`src/hdl/fpd_pkg.sv`:
```
package fpd_pkg;

   localparam int SAMPLE_W   = 16;
   localparam int TS_W       = 32;
   localparam int CFG_W      = 16;
   localparam int INTERVAL_W = 16;
   localparam int CSR_IDX_W  = 2;

   // Register indexes of the configuration port.
   localparam logic [CSR_IDX_W-1:0] CSR_PEAK_THRESHOLD   = 2'd0;
   localparam logic [CSR_IDX_W-1:0] CSR_MIN_PEAK_SPACING = 2'd1;
   localparam logic [CSR_IDX_W-1:0] CSR_INTERVAL_LOW     = 2'd2;
   localparam logic [CSR_IDX_W-1:0] CSR_INTERVAL_HIGH    = 2'd3;

   localparam logic signed [CFG_W-1:0] RST_PEAK_THRESHOLD   = 16'sd0;
   localparam logic [CFG_W-1:0]        RST_MIN_PEAK_SPACING = 16'd300;
   localparam logic [CFG_W-1:0]        RST_INTERVAL_LOW     = 16'd300;
   localparam logic [CFG_W-1:0]        RST_INTERVAL_HIGH    = 16'd2000;

   typedef struct packed {
      logic signed [CFG_W-1:0] peak_threshold;
      logic [CFG_W-1:0]        min_peak_spacing_ms;
      logic [CFG_W-1:0]        interval_low_ms;
      logic [CFG_W-1:0]        interval_high_ms;
   } cfg_type;

   typedef struct packed {
      logic signed [SAMPLE_W-1:0] smoothed;
      logic                       peak;
      logic [INTERVAL_W-1:0]      interval_ms;
      logic                       interval_valid;
   } result_type;

endpackage

```
`src/hdl/fpd_tap_cell.sv`:
```
module fpd_tap_cell (
   input  logic                                clock,
   input  logic                                reset,
   input  logic                                shift,
   input  logic signed [fpd_pkg::SAMPLE_W-1:0] tap_in,
   output logic signed [fpd_pkg::SAMPLE_W-1:0] tap_out
);

   logic signed [fpd_pkg::SAMPLE_W-1:0] tap_ff;

   always_ff @(posedge clock) begin
      if (reset) begin
         tap_ff <= '0;
      end else if (shift) begin
         tap_ff <= tap_in;
      end
   end

   assign tap_out = tap_ff;

endmodule

```
`src/hdl/fpd_recip_div.sv`:
```
module fpd_recip_div #(
   parameter int WINDOW_TAPS = 10
) (
   input  logic                                                          clock,
   input  logic                                                          load,
   input  logic signed [fpd_pkg::SAMPLE_W+$clog2(WINDOW_TAPS)-1:0]       sum,
   output logic [fpd_pkg::SAMPLE_W:0]                                    quot_mag,
   output logic                                                          quot_neg
);

   localparam int SUM_W  = fpd_pkg::SAMPLE_W + $clog2(WINDOW_TAPS);
   localparam int L      = $clog2(WINDOW_TAPS);
   localparam int M_W    = SUM_W + 1;
   localparam int PROD_W = SUM_W + M_W;
   localparam int Q_W    = fpd_pkg::SAMPLE_W + 1;
   // Rounded-up reciprocal: exact floor division for every magnitude below 2^SUM_W.
   localparam logic [63:0] RECIP_FULL =
      ((64'd1 << (SUM_W + L)) + 64'(WINDOW_TAPS) - 64'd1) / 64'(WINDOW_TAPS);
   localparam logic [M_W-1:0] RECIP = RECIP_FULL[M_W-1:0];

   logic [SUM_W-1:0]  mag;
   logic [PROD_W-1:0] prod;
   logic [Q_W-1:0]    quot_mag_ff;
   logic              quot_neg_ff;

   // Truncation toward zero: divide the magnitude and restore the sign later.
   assign mag  = sum[SUM_W-1] ? SUM_W'(-sum) : SUM_W'(sum);
   assign prod = PROD_W'(mag) * PROD_W'(RECIP);

   always_ff @(posedge clock) begin
      if (load) begin
         quot_mag_ff <= prod[PROD_W-1 -: Q_W];
         quot_neg_ff <= sum[SUM_W-1];
      end
   end

   assign quot_mag = quot_mag_ff;
   assign quot_neg = quot_neg_ff;

endmodule

```
`src/hdl/fpd_peak_stage.sv`:
```
module fpd_peak_stage (
   input  logic                          clock,
   input  logic                          reset,
   input  logic                          load,
   input  logic [fpd_pkg::SAMPLE_W:0]    quot_mag,
   input  logic                          quot_neg,
   input  logic [fpd_pkg::TS_W-1:0]      timestamp_ms,
   input  fpd_pkg::cfg_type              cfg,
   output fpd_pkg::result_type           result
);

   localparam int W  = fpd_pkg::SAMPLE_W;
   localparam int TW = fpd_pkg::TS_W;
   localparam int IW = fpd_pkg::INTERVAL_W;

   logic signed [W:0]   smooth_wide;
   logic signed [W-1:0] smooth;
   logic signed [W:0]   slope;
   logic                slope_pos;
   logic                slope_neg;
   logic                prev_nonpos;
   logic                prev_nonneg;
   logic                arm_now;
   logic                candidate;
   logic [TW-1:0]       elapsed;
   logic                accept;

   logic signed [W-1:0] prev_smoothed_ff, prev_smoothed_in;
   logic signed [W:0]   prev_slope_ff, prev_slope_in;
   logic                armed_ff, armed_in;
   logic [TW-1:0]       last_peak_ff, last_peak_in;
   logic                seen_peak_ff, seen_peak_in;
   fpd_pkg::result_type result_ff, result_in;

   always_comb begin
      smooth_wide = quot_neg ? -$signed(quot_mag) : $signed(quot_mag);
      smooth      = smooth_wide[W-1:0];
      slope       = $signed({smooth[W-1], smooth}) -
                    $signed({prev_smoothed_ff[W-1], prev_smoothed_ff});
      slope_pos   = !slope[W] && (slope != '0);
      slope_neg   = slope[W];
      prev_nonpos = prev_slope_ff[W] || (prev_slope_ff == '0);
      prev_nonneg = !prev_slope_ff[W];
      arm_now     = (smooth > cfg.peak_threshold) && slope_pos && prev_nonpos;
      // Arming needs a rising slope and a candidate a falling one, so they never coincide.
      candidate   = armed_ff && slope_neg && prev_nonneg;
      elapsed     = timestamp_ms - last_peak_ff;
      accept      = candidate && (elapsed > TW'(cfg.min_peak_spacing_ms));

      prev_smoothed_in = smooth;
      prev_slope_in    = slope;
      armed_in         = candidate ? 1'b0 : (armed_ff || arm_now);
      last_peak_in     = accept ? timestamp_ms : last_peak_ff;
      seen_peak_in     = seen_peak_ff || accept;

      result_in.smoothed       = smooth;
      result_in.peak           = accept;
      result_in.interval_ms    = '0;
      result_in.interval_valid = 1'b0;
      if (accept && seen_peak_ff) begin
         result_in.interval_ms    = (elapsed[TW-1:IW] != '0) ? '1 : elapsed[IW-1:0];
         result_in.interval_valid = (elapsed > TW'(cfg.interval_low_ms)) &&
                                    (elapsed < TW'(cfg.interval_high_ms));
      end
   end

   always_ff @(posedge clock) begin
      if (reset) begin
         prev_smoothed_ff <= '0;
         prev_slope_ff    <= '0;
         armed_ff         <= 1'b0;
         last_peak_ff     <= '0;
         seen_peak_ff     <= 1'b0;
      end else if (load) begin
         prev_smoothed_ff <= prev_smoothed_in;
         prev_slope_ff    <= prev_slope_in;
         armed_ff         <= armed_in;
         last_peak_ff     <= last_peak_in;
         seen_peak_ff     <= seen_peak_in;
      end
   end

   always_ff @(posedge clock) begin
      if (load) begin
         result_ff <= result_in;
      end
   end

   assign result = result_ff;

endmodule

```
`src/hdl/filtered_peak_detector_rr.sv`:
```
// A request passes the running sum register, the reciprocal multiplier register and
// the detector stage register, which holds the response. Throughput: one request per
// cycle while responses are not stalled; the window is a shift line of tap cells.
// Stalled responses are held in the output register while empty stages keep filling.
// Reset (synchronous) clears the window, the sum, the detector state and the pipeline,
// and loads the configuration registers with their default values.
module filtered_peak_detector_rr #(
   parameter int WINDOW_TAPS = 10
) (
   input  logic                                   clock,
   input  logic                                   reset,
   input  logic                                   req_valid,
   output logic                                   req_ready,
   input  logic signed [fpd_pkg::SAMPLE_W-1:0]    req_sample,
   input  logic [fpd_pkg::TS_W-1:0]               req_timestamp_ms,
   output logic                                   rsp_valid,
   input  logic                                   rsp_ready,
   output logic signed [fpd_pkg::SAMPLE_W-1:0]    rsp_smoothed,
   output logic                                   rsp_peak,
   output logic [fpd_pkg::INTERVAL_W-1:0]         rsp_interval_ms,
   output logic                                   rsp_interval_valid,
   input  logic                                   csr_write_enable,
   input  logic [fpd_pkg::CSR_IDX_W-1:0]          csr_index,
   input  logic [fpd_pkg::CFG_W-1:0]              csr_write_data
);

   localparam int SUM_W = fpd_pkg::SAMPLE_W + $clog2(WINDOW_TAPS);
   localparam int W     = fpd_pkg::SAMPLE_W;
   localparam int TW    = fpd_pkg::TS_W;

   logic signed [W-1:0] tap_q [WINDOW_TAPS];
   logic signed [SUM_W-1:0] window_sum_ff, window_sum_in;

   logic req_accept;
   logic adv_out, adv2, adv1;
   logic s1_valid_ff, s2_valid_ff, rsp_valid_ff;
   logic [TW-1:0] s1_ts_ff, s2_ts_ff;
   logic [W:0] quot_mag;
   logic quot_neg;

   fpd_pkg::cfg_type    cfg_ff;
   fpd_pkg::result_type result;

   // Each stage moves on when it is empty or the stage after it moves.
   assign adv_out    = !rsp_valid_ff || rsp_ready;
   assign adv2       = !s2_valid_ff || adv_out;
   assign adv1       = !s1_valid_ff || adv2;
   assign req_ready  = adv1;
   assign req_accept = req_valid && req_ready;

   for (genvar i = 0; i < WINDOW_TAPS; i++) begin : g_tap
      if (i == 0) begin : g_head
         fpd_tap_cell u_cell (
            .clock   (clock),
            .reset   (reset),
            .shift   (req_accept),
            .tap_in  (req_sample),
            .tap_out (tap_q[i])
         );
      end else begin : g_body
         fpd_tap_cell u_cell (
            .clock   (clock),
            .reset   (reset),
            .shift   (req_accept),
            .tap_in  (tap_q[i-1]),
            .tap_out (tap_q[i])
         );
      end
   end

   // The last cell holds the sample that leaves the window.
   assign window_sum_in = window_sum_ff - SUM_W'(tap_q[WINDOW_TAPS-1]) + SUM_W'(req_sample);

   always_ff @(posedge clock) begin
      if (reset) begin
         window_sum_ff <= '0;
      end else if (req_accept) begin
         window_sum_ff <= window_sum_in;
      end
   end

   always_ff @(posedge clock) begin
      if (reset) begin
         s1_valid_ff  <= 1'b0;
         s2_valid_ff  <= 1'b0;
         rsp_valid_ff <= 1'b0;
      end else begin
         if (adv1) begin
            s1_valid_ff <= req_valid;
         end
         if (adv2) begin
            s2_valid_ff <= s1_valid_ff;
         end
         if (adv_out) begin
            rsp_valid_ff <= s2_valid_ff;
         end
      end
   end

   always_ff @(posedge clock) begin
      if (req_accept) begin
         s1_ts_ff <= req_timestamp_ms;
      end
      if (adv2 && s1_valid_ff) begin
         s2_ts_ff <= s1_ts_ff;
      end
   end

   // The window sum register doubles as the first pipeline stage.
   fpd_recip_div #(
      .WINDOW_TAPS (WINDOW_TAPS)
   ) u_div (
      .clock    (clock),
      .load     (adv2 && s1_valid_ff),
      .sum      (window_sum_ff),
      .quot_mag (quot_mag),
      .quot_neg (quot_neg)
   );

   fpd_peak_stage u_peak (
      .clock        (clock),
      .reset        (reset),
      .load         (adv_out && s2_valid_ff),
      .quot_mag     (quot_mag),
      .quot_neg     (quot_neg),
      .timestamp_ms (s2_ts_ff),
      .cfg          (cfg_ff),
      .result       (result)
   );

   always_ff @(posedge clock) begin
      if (reset) begin
         cfg_ff.peak_threshold      <= fpd_pkg::RST_PEAK_THRESHOLD;
         cfg_ff.min_peak_spacing_ms <= fpd_pkg::RST_MIN_PEAK_SPACING;
         cfg_ff.interval_low_ms     <= fpd_pkg::RST_INTERVAL_LOW;
         cfg_ff.interval_high_ms    <= fpd_pkg::RST_INTERVAL_HIGH;
      end else if (csr_write_enable) begin
         unique case (csr_index)
            fpd_pkg::CSR_PEAK_THRESHOLD: begin
               cfg_ff.peak_threshold <= $signed(csr_write_data);
            end
            fpd_pkg::CSR_MIN_PEAK_SPACING: begin
               cfg_ff.min_peak_spacing_ms <= csr_write_data;
            end
            fpd_pkg::CSR_INTERVAL_LOW: begin
               cfg_ff.interval_low_ms <= csr_write_data;
            end
            fpd_pkg::CSR_INTERVAL_HIGH: begin
               cfg_ff.interval_high_ms <= csr_write_data;
            end
            default: begin
            end
         endcase
      end
   end

   assign rsp_valid          = rsp_valid_ff;
   assign rsp_smoothed       = result.smoothed;
   assign rsp_peak           = result.peak;
   assign rsp_interval_ms    = result.interval_ms;
   assign rsp_interval_valid = result.interval_valid;

   a_accept_fills_stage: assert property (@(posedge clock) disable iff (reset)
      req_accept |=> s1_valid_ff)
      else $error("accepted request did not enter the first stage");

   a_stalled_stage_holds: assert property (@(posedge clock) disable iff (reset)
      (s2_valid_ff && !adv_out) |=> s2_valid_ff)
      else $error("request lost from the multiplier stage while stalled");

   a_no_interval_without_peak: assert property (@(posedge clock) disable iff (reset)
      (rsp_valid && !rsp_peak) |-> (rsp_interval_ms == '0) && !rsp_interval_valid)
      else $error("interval reported on a response without a peak");

   a_valid_interval_nonzero: assert property (@(posedge clock) disable iff (reset)
      (rsp_valid && rsp_interval_valid) |-> rsp_peak && (rsp_interval_ms != '0))
      else $error("valid interval flagged without a peak interval");

endmodule
```
`config.mk`:
```
export PLATFORM = sky130hd
export DESIGN_NAME = filtered_peak_detector_rr
export DESIGN_NICKNAME = d
export VERILOG_FILES = /design/src/hdl/fpd_pkg.sv /design/src/hdl/fpd_tap_cell.sv /design/src/hdl/fpd_recip_div.sv /design/src/hdl/fpd_peak_stage.sv /design/src/hdl/filtered_peak_detector_rr.sv
export SDC_FILE = /design/constraint.sdc
export NUM_CORES = 1
export LEC_CHECK = 0
export BUFFER_PORTS_ARGS = -buffer_cell sky130_fd_sc_hd__buf_2
export CORE_AREA = 2 2 228 230
export DETAILED_ROUTE_END_ITERATION = 10
export DIE_AREA = 0 0 230 232
export GPL_ROUTABILITY_DRIVEN = 1
export PLACE_DENSITY = 0.86
export SLEW_MARGIN = 20
export SYNTH_ARGS = -nofsm -noshare
export SYNTH_HDL_FRONTEND = slang
export SYNTH_SLANG_ARGS = --single-unit
```
`constraint.sdc`:
```
create_clock -name clock -period 7.25 [get_ports clock]
set_input_delay 0.725 -clock clock [delete_from_list [all_inputs] [get_ports clock]]
set_output_delay 0.725 -clock clock [all_outputs]
set_load 0.02 [all_outputs]
```
==> tab_implementation.tex <==
\begin{tabular}{lr}
\hline
Metric & Value \\
\hline
\multicolumn{2}{l}{\textbf{Synth}} \\
\quad Synth unique cells & 82 \\
\quad Synthesized instance count & 3048 \\
\quad Net count after synthesis & roughly 3.6k \\
\quad Cell area after synthesis & around 28000 um\^{}2 \\
\quad Count of flip-flops with a built-in enable after synthesis & between 100 and 150 \\
\quad Post-synthesis register bit count & 429 \\
\quad Number of warnings reported in the yosys synthesis log & 0 \\
\quad Sequential fraction of the synthesis area & 0.3505 \\
\quad Top\_reg\_cell synth & dfxtp\_1 \\
\quad Mean instance size in the synthesized netlist & $\sim$9 um\^{}2 \\
\quad Proportion of register bits with asynchronous set or reset after synthesis & 0 \\
\multicolumn{2}{l}{\textbf{Finish}} \\
\quad Ant. Diodes & 0 \\
\quad Post-route standard cell area excluding fillers & 32270 um\^{}2 \\
\quad Number of standard cells in the layout, taps in and fillers out & 3981 \\
\quad Post-layout nets & 3812 \\
\quad Fraction of layout cells with a size suffix above 1 & 0.1569 \\
\quad Synthesis-to-layout area growth & 16.14\% \\
\multicolumn{2}{l}{\textbf{Setup path}} \\
\quad Crit-path max FO & 3 \\
\quad Sort of element at the end of the critical path & register \\
\quad Crit-path most repeated cell & fa\_1 \\
\quad Worst R2R Start & window\_sum\_ff[1]\$\_SDFFE\_PP0P\_ \\
\quad Biggest cell delay along the critical path & around 0.51 ns \\
\quad Startpoint types & register \\
\quad Setup slack of the worst register-to-register path & -0.32 ns \\
\quad Arrival time of data at the critical path endpoint & 7.93 ns \\
\quad End of the worst register-to-register path & u\_div.quot\_mag[10]\$\_DFFE\_PP\_ \\
\quad Critical path class & register to register \\
\quad Cell depth of the worst flop-to-flop path & 31 \\
\quad Critical path required time & between 7 and 8 ns \\
\quad Slowest cell on the critical path & fa\_1 \\
\multicolumn{2}{l}{\textbf{Placement}} \\
\quad Worst setup slack before clock tree synthesis & -0.4960 ns \\
\quad DP HPWL & approximately 48000 um \\
\quad Count of placed standard cells including taps & 3852 \\
\quad Input/output buffers & approximately 110 \\
\quad Total cell area at the placement stage & between 20000 and 30000 um\^{}2 \\
\quad Global placement routability congestion & 0.9488 \\
\multicolumn{2}{l}{\textbf{STA}} \\
\quad Final critical-path required period & 7.573 ns \\
\quad Endpoints failing setup & 11 \\
\quad Final setup skew & 0.03079 ns \\
\quad Timing-limited maximum frequency & 132.1 MHz \\
\quad Slew at the pin closest to its max-slew limit & 0.9823 ns \\
\quad RSZ-0062 raised after global routing & true \\
\quad Pins Over Slew Limit & 0 \\
\quad Final Hold Violating Endpoints & 0 \\
\quad Fraction of the cycle the final worst path needs & 1.044 \\
\quad Slew HR & 0.3452 \\
\quad Fin worst setup slack & -0.3226 ns \\
\multicolumn{2}{l}{\textbf{Outcome}} \\
\quad Status & finished, violations left \\
\quad Violated checks & setup timing \\
\multicolumn{2}{l}{\textbf{Detailed routing}} \\
\quad Drt drc & 0 \\
\quad Final WL & 67100 um \\
\quad Number of antenna-violating nets in the routed design & 0 \\
\quad Number of vias after detailed routing & 21.73k \\
\quad Number of violations reported at the end of detailed-routing iteration 0 & $\sim$1.4k \\
\quad Number of iterations in the first detailed-routing pass & 5 \\
\quad Via density per instance & 5.457 \\
\quad Average wire per cell in the routed design & 16.85 um \\
\multicolumn{2}{l}{\textbf{Clock tree}} \\
\quad Number of buffers inserted by hold repair at cts & 0 \\
\quad Clock Latency Late Sink & 0.61 ns \\
\quad Num Clock Sinks & 429 \\
\quad Maximum clock insertion buffer count & 3 \\
\quad Number of buffers created by CTS & 46 \\
\quad Clock root buffer master & clkbuf\_16 \\
\quad Clock Pin Slew Worst Setup and Hold Paths & $\sim$0.060 ns \\
\quad CTS tree & done \\
\quad Maximum level of the CTS H-tree & 2 \\
\multicolumn{2}{l}{\textbf{Die}} \\
\quad Num rows & 83 \\
\quad Die Wd & 230 um \\
\quad Boundary Pins & 107 \\
\quad Placeable core region & 50890 um\^{}2 \\
\quad Initial core utilization & 0.5461 \\
\quad Chip height & 232 um \\
\quad Die area & 53360 um\^{}2 \\
\multicolumn{2}{l}{\textbf{GRT}} \\
\quad Initial antenna violation count & 2 \\
\quad GR met3 Demand/Resource & 0.03880 \\
\quad Number of global-route vias before repair & 21.38k \\
\quad GRT Overall Usage & 0.2433 \\
\quad Grt total ovfl & 0 \\
\quad Met2 Usage GRT & 0.4375 \\
\quad GR Util met1 & 0.2921 \\
\quad Grt peak-use layer & met2 \\
\quad Maximum number of pins on one net before global-route repair & 200 \\
\quad Global-route wire length before repair & 105400 um \\
\multicolumn{2}{l}{\textbf{Min path}} \\
\quad HP Class & input port to register \\
\quad Terminating pin of the worst hold path & s1\_ts\_ff[16]\$\_DFFE\_PP\_ \\
\quad Worst hold stages & 1 \\
\quad Hold Startpoint & req\_timestamp\_ms[16] \\
\multicolumn{2}{l}{\textbf{Job}} \\
\quad Total of max-cap violations & 0 \\
\hline
\end{tabular}
metal layers:
layer	share of wire	wire (um)
met3	0.058	3899
met2	0.50	33460
met4	0.044	2965
met5	0.00034	23
met1	0.40	26750
logic make-up after synthesis:
group	count (synthesis)	share of synthesized area
compound gates	553	0.1197
xor+xnor	124	0.03908
fa+ha+maj	478	0.2560
buf+inv	519	0.07204
flops	429	0.3505
mux	36	0.01297
simple gates	909	0.1497
cells in the final DEF, fill, tap and decap left out, types with 6 or more instances in the layout:
cell type and n:
clkbuf_1 11, edfxtp_1 115, clkbuf_16 47, buf_4 163, a21oi_2 8, fa_1 149
a211o_1 11, clkinv_2 11, ha_4 15, nand4_1 15, or2b_2 38, or3_1 12
o21a_1 17, nor2_1 127, nor2b_1 20, inv_1 390, nand2_1 529, ha_1 308
mux2i_1 36, o21ai_1 6, buf_2 105, a21o_1 34, and3_1 8, nor3_1 35
nor4_1 7, dfxtp_1 312, a211oi_1 30, nand2b_1 41, o21bai_1 9, xor2_1 33
inv_2 14, o31ai_1 8, xnor2_1 79, xnor2_2 10, buf_6 9, bufinv_16 7
nand3_1 21, o21ai_0 47, a21oi_1 311
sequential cells by signal, summed over array words and instances (netlist names):
| signal | cells |
|---|---|
| s2_valid_ff | 1 |
| cfg_ff | 64 |
| s1_ts_ff | 32 |
| rsp_valid | 1 |
| u_peak.prev_smoothed_ff | 16 |
| window_sum_ff | 20 |
| s1_valid_ff | 1 |
| u_peak.prev_slope_ff | 17 |
| u_div.quot_neg | 1 |
| u_peak.seen_peak_ff | 1 |
| u_peak.last_peak_ff | 32 |
| g_tap.g_body.u_cell.tap_out | 144 |
| u_peak.armed_ff | 1 |
| u_peak.result | 34 |
| g_tap.g_head.u_cell.tap_out | 16 |
| s2_ts_ff | 32 |
| u_div.quot_mag | 16 |
how the worst max path moves through the flow:
stage / cells after the start / start / to
6_report: 31 / window_sum_ff[1]$_SDFFE_PP0P_ / u_div.quot_mag[10]$_DFFE_PP_
4_1_cts: 30 / window_sum_ff[0]$_SDFFE_PP0P_ / u_div.quot_mag[15]$_DFFE_PP_
2_1_floorplan: 30 / window_sum_ff[3]$_SDFFE_PP0P_ / u_div.quot_mag[15]$_DFFE_PP_
5_1_grt: 32 / window_sum_ff[1]$_SDFFE_PP0P_ / u_div.quot_mag[15]$_DFFE_PP_
3_5_place_dp: 31 / window_sum_ff[1]$_SDFFE_PP0P_ / u_div.quot_mag[15]$_DFFE_PP_
3_3_place_gp: 31 / window_sum_ff[1]$_SDFFE_PP0P_ / u_div.quot_mag[15]$_DFFE_PP_
critical path, delay by kind of cell (launching register included):
family	cells	cell delay, ns
adder cells (fa/ha/maj)	9	3.38
AO/OA/AOI/OAI	4	0.83
buffers and inverters	8	0.62
flip-flops	1	0.33
AND/OR/NAND/NOR	8	1.83
XOR/XNOR	2	0.37
through the flow:
| stage | setup TNS [ns] | util | hold slack, ns |
|---|---|---|---|
| floorplan | -0.09641 | - | 0.4003 |
| global placement | -1.081 | 0.5875 | 0.4027 |
| detailed placement | -2.074 | 0.5875 | 0.4052 |
| CTS | -0.8927 | 0.6265 | 0.2625 |
| global route | -6.109 | 0.6342 | 0.2678 |
| finish | -2.754 | 0.6342 | 0.2911 |
layout make-up:
| class | count | area (um^2) |
|---|---|---|
| multi-input combinational | 2100 | 16650 |
| clock inverter | 26 | 365.4 |
| fill | 3866 | 18610 |
| sequential | 429 | 9742 |
| inverter | 407 | 1539 |
| timing repair buffer | 279 | 1886 |
| tap | 680 | 850.8 |
| clock buffer | 60 | 1245 |
cells in the mapped netlist (all sizes together) (37+ instances only):
cell type,instances,area (um^2)
nor2,132,495.5
or2b,40,347.8
xnor2,91,797.0
edfxtp,115,3453
a21o,37,281.5
nand2,533,2001
ha,327,4091
fa,151,3023
dfxtp,314,6286
o21ai,60,304.0
nand2b,41,256.5
a21oi,320,1613
inv,406,1524
clkbuf,89,334.1
repair_timing:
| item | 4_1_cts | 5_1_grt |
|---|---|---|
| endpoints found under the setup margin | 11 | 15 |
| gates resized for setup | 44 | 50 |
| pin swaps | 55 | 29 |
| setup buffers | 24 | 20 |
Power is not shown: default switching activity piles up to over one toggle a cycle in this logic, so the estimate is an artifact.
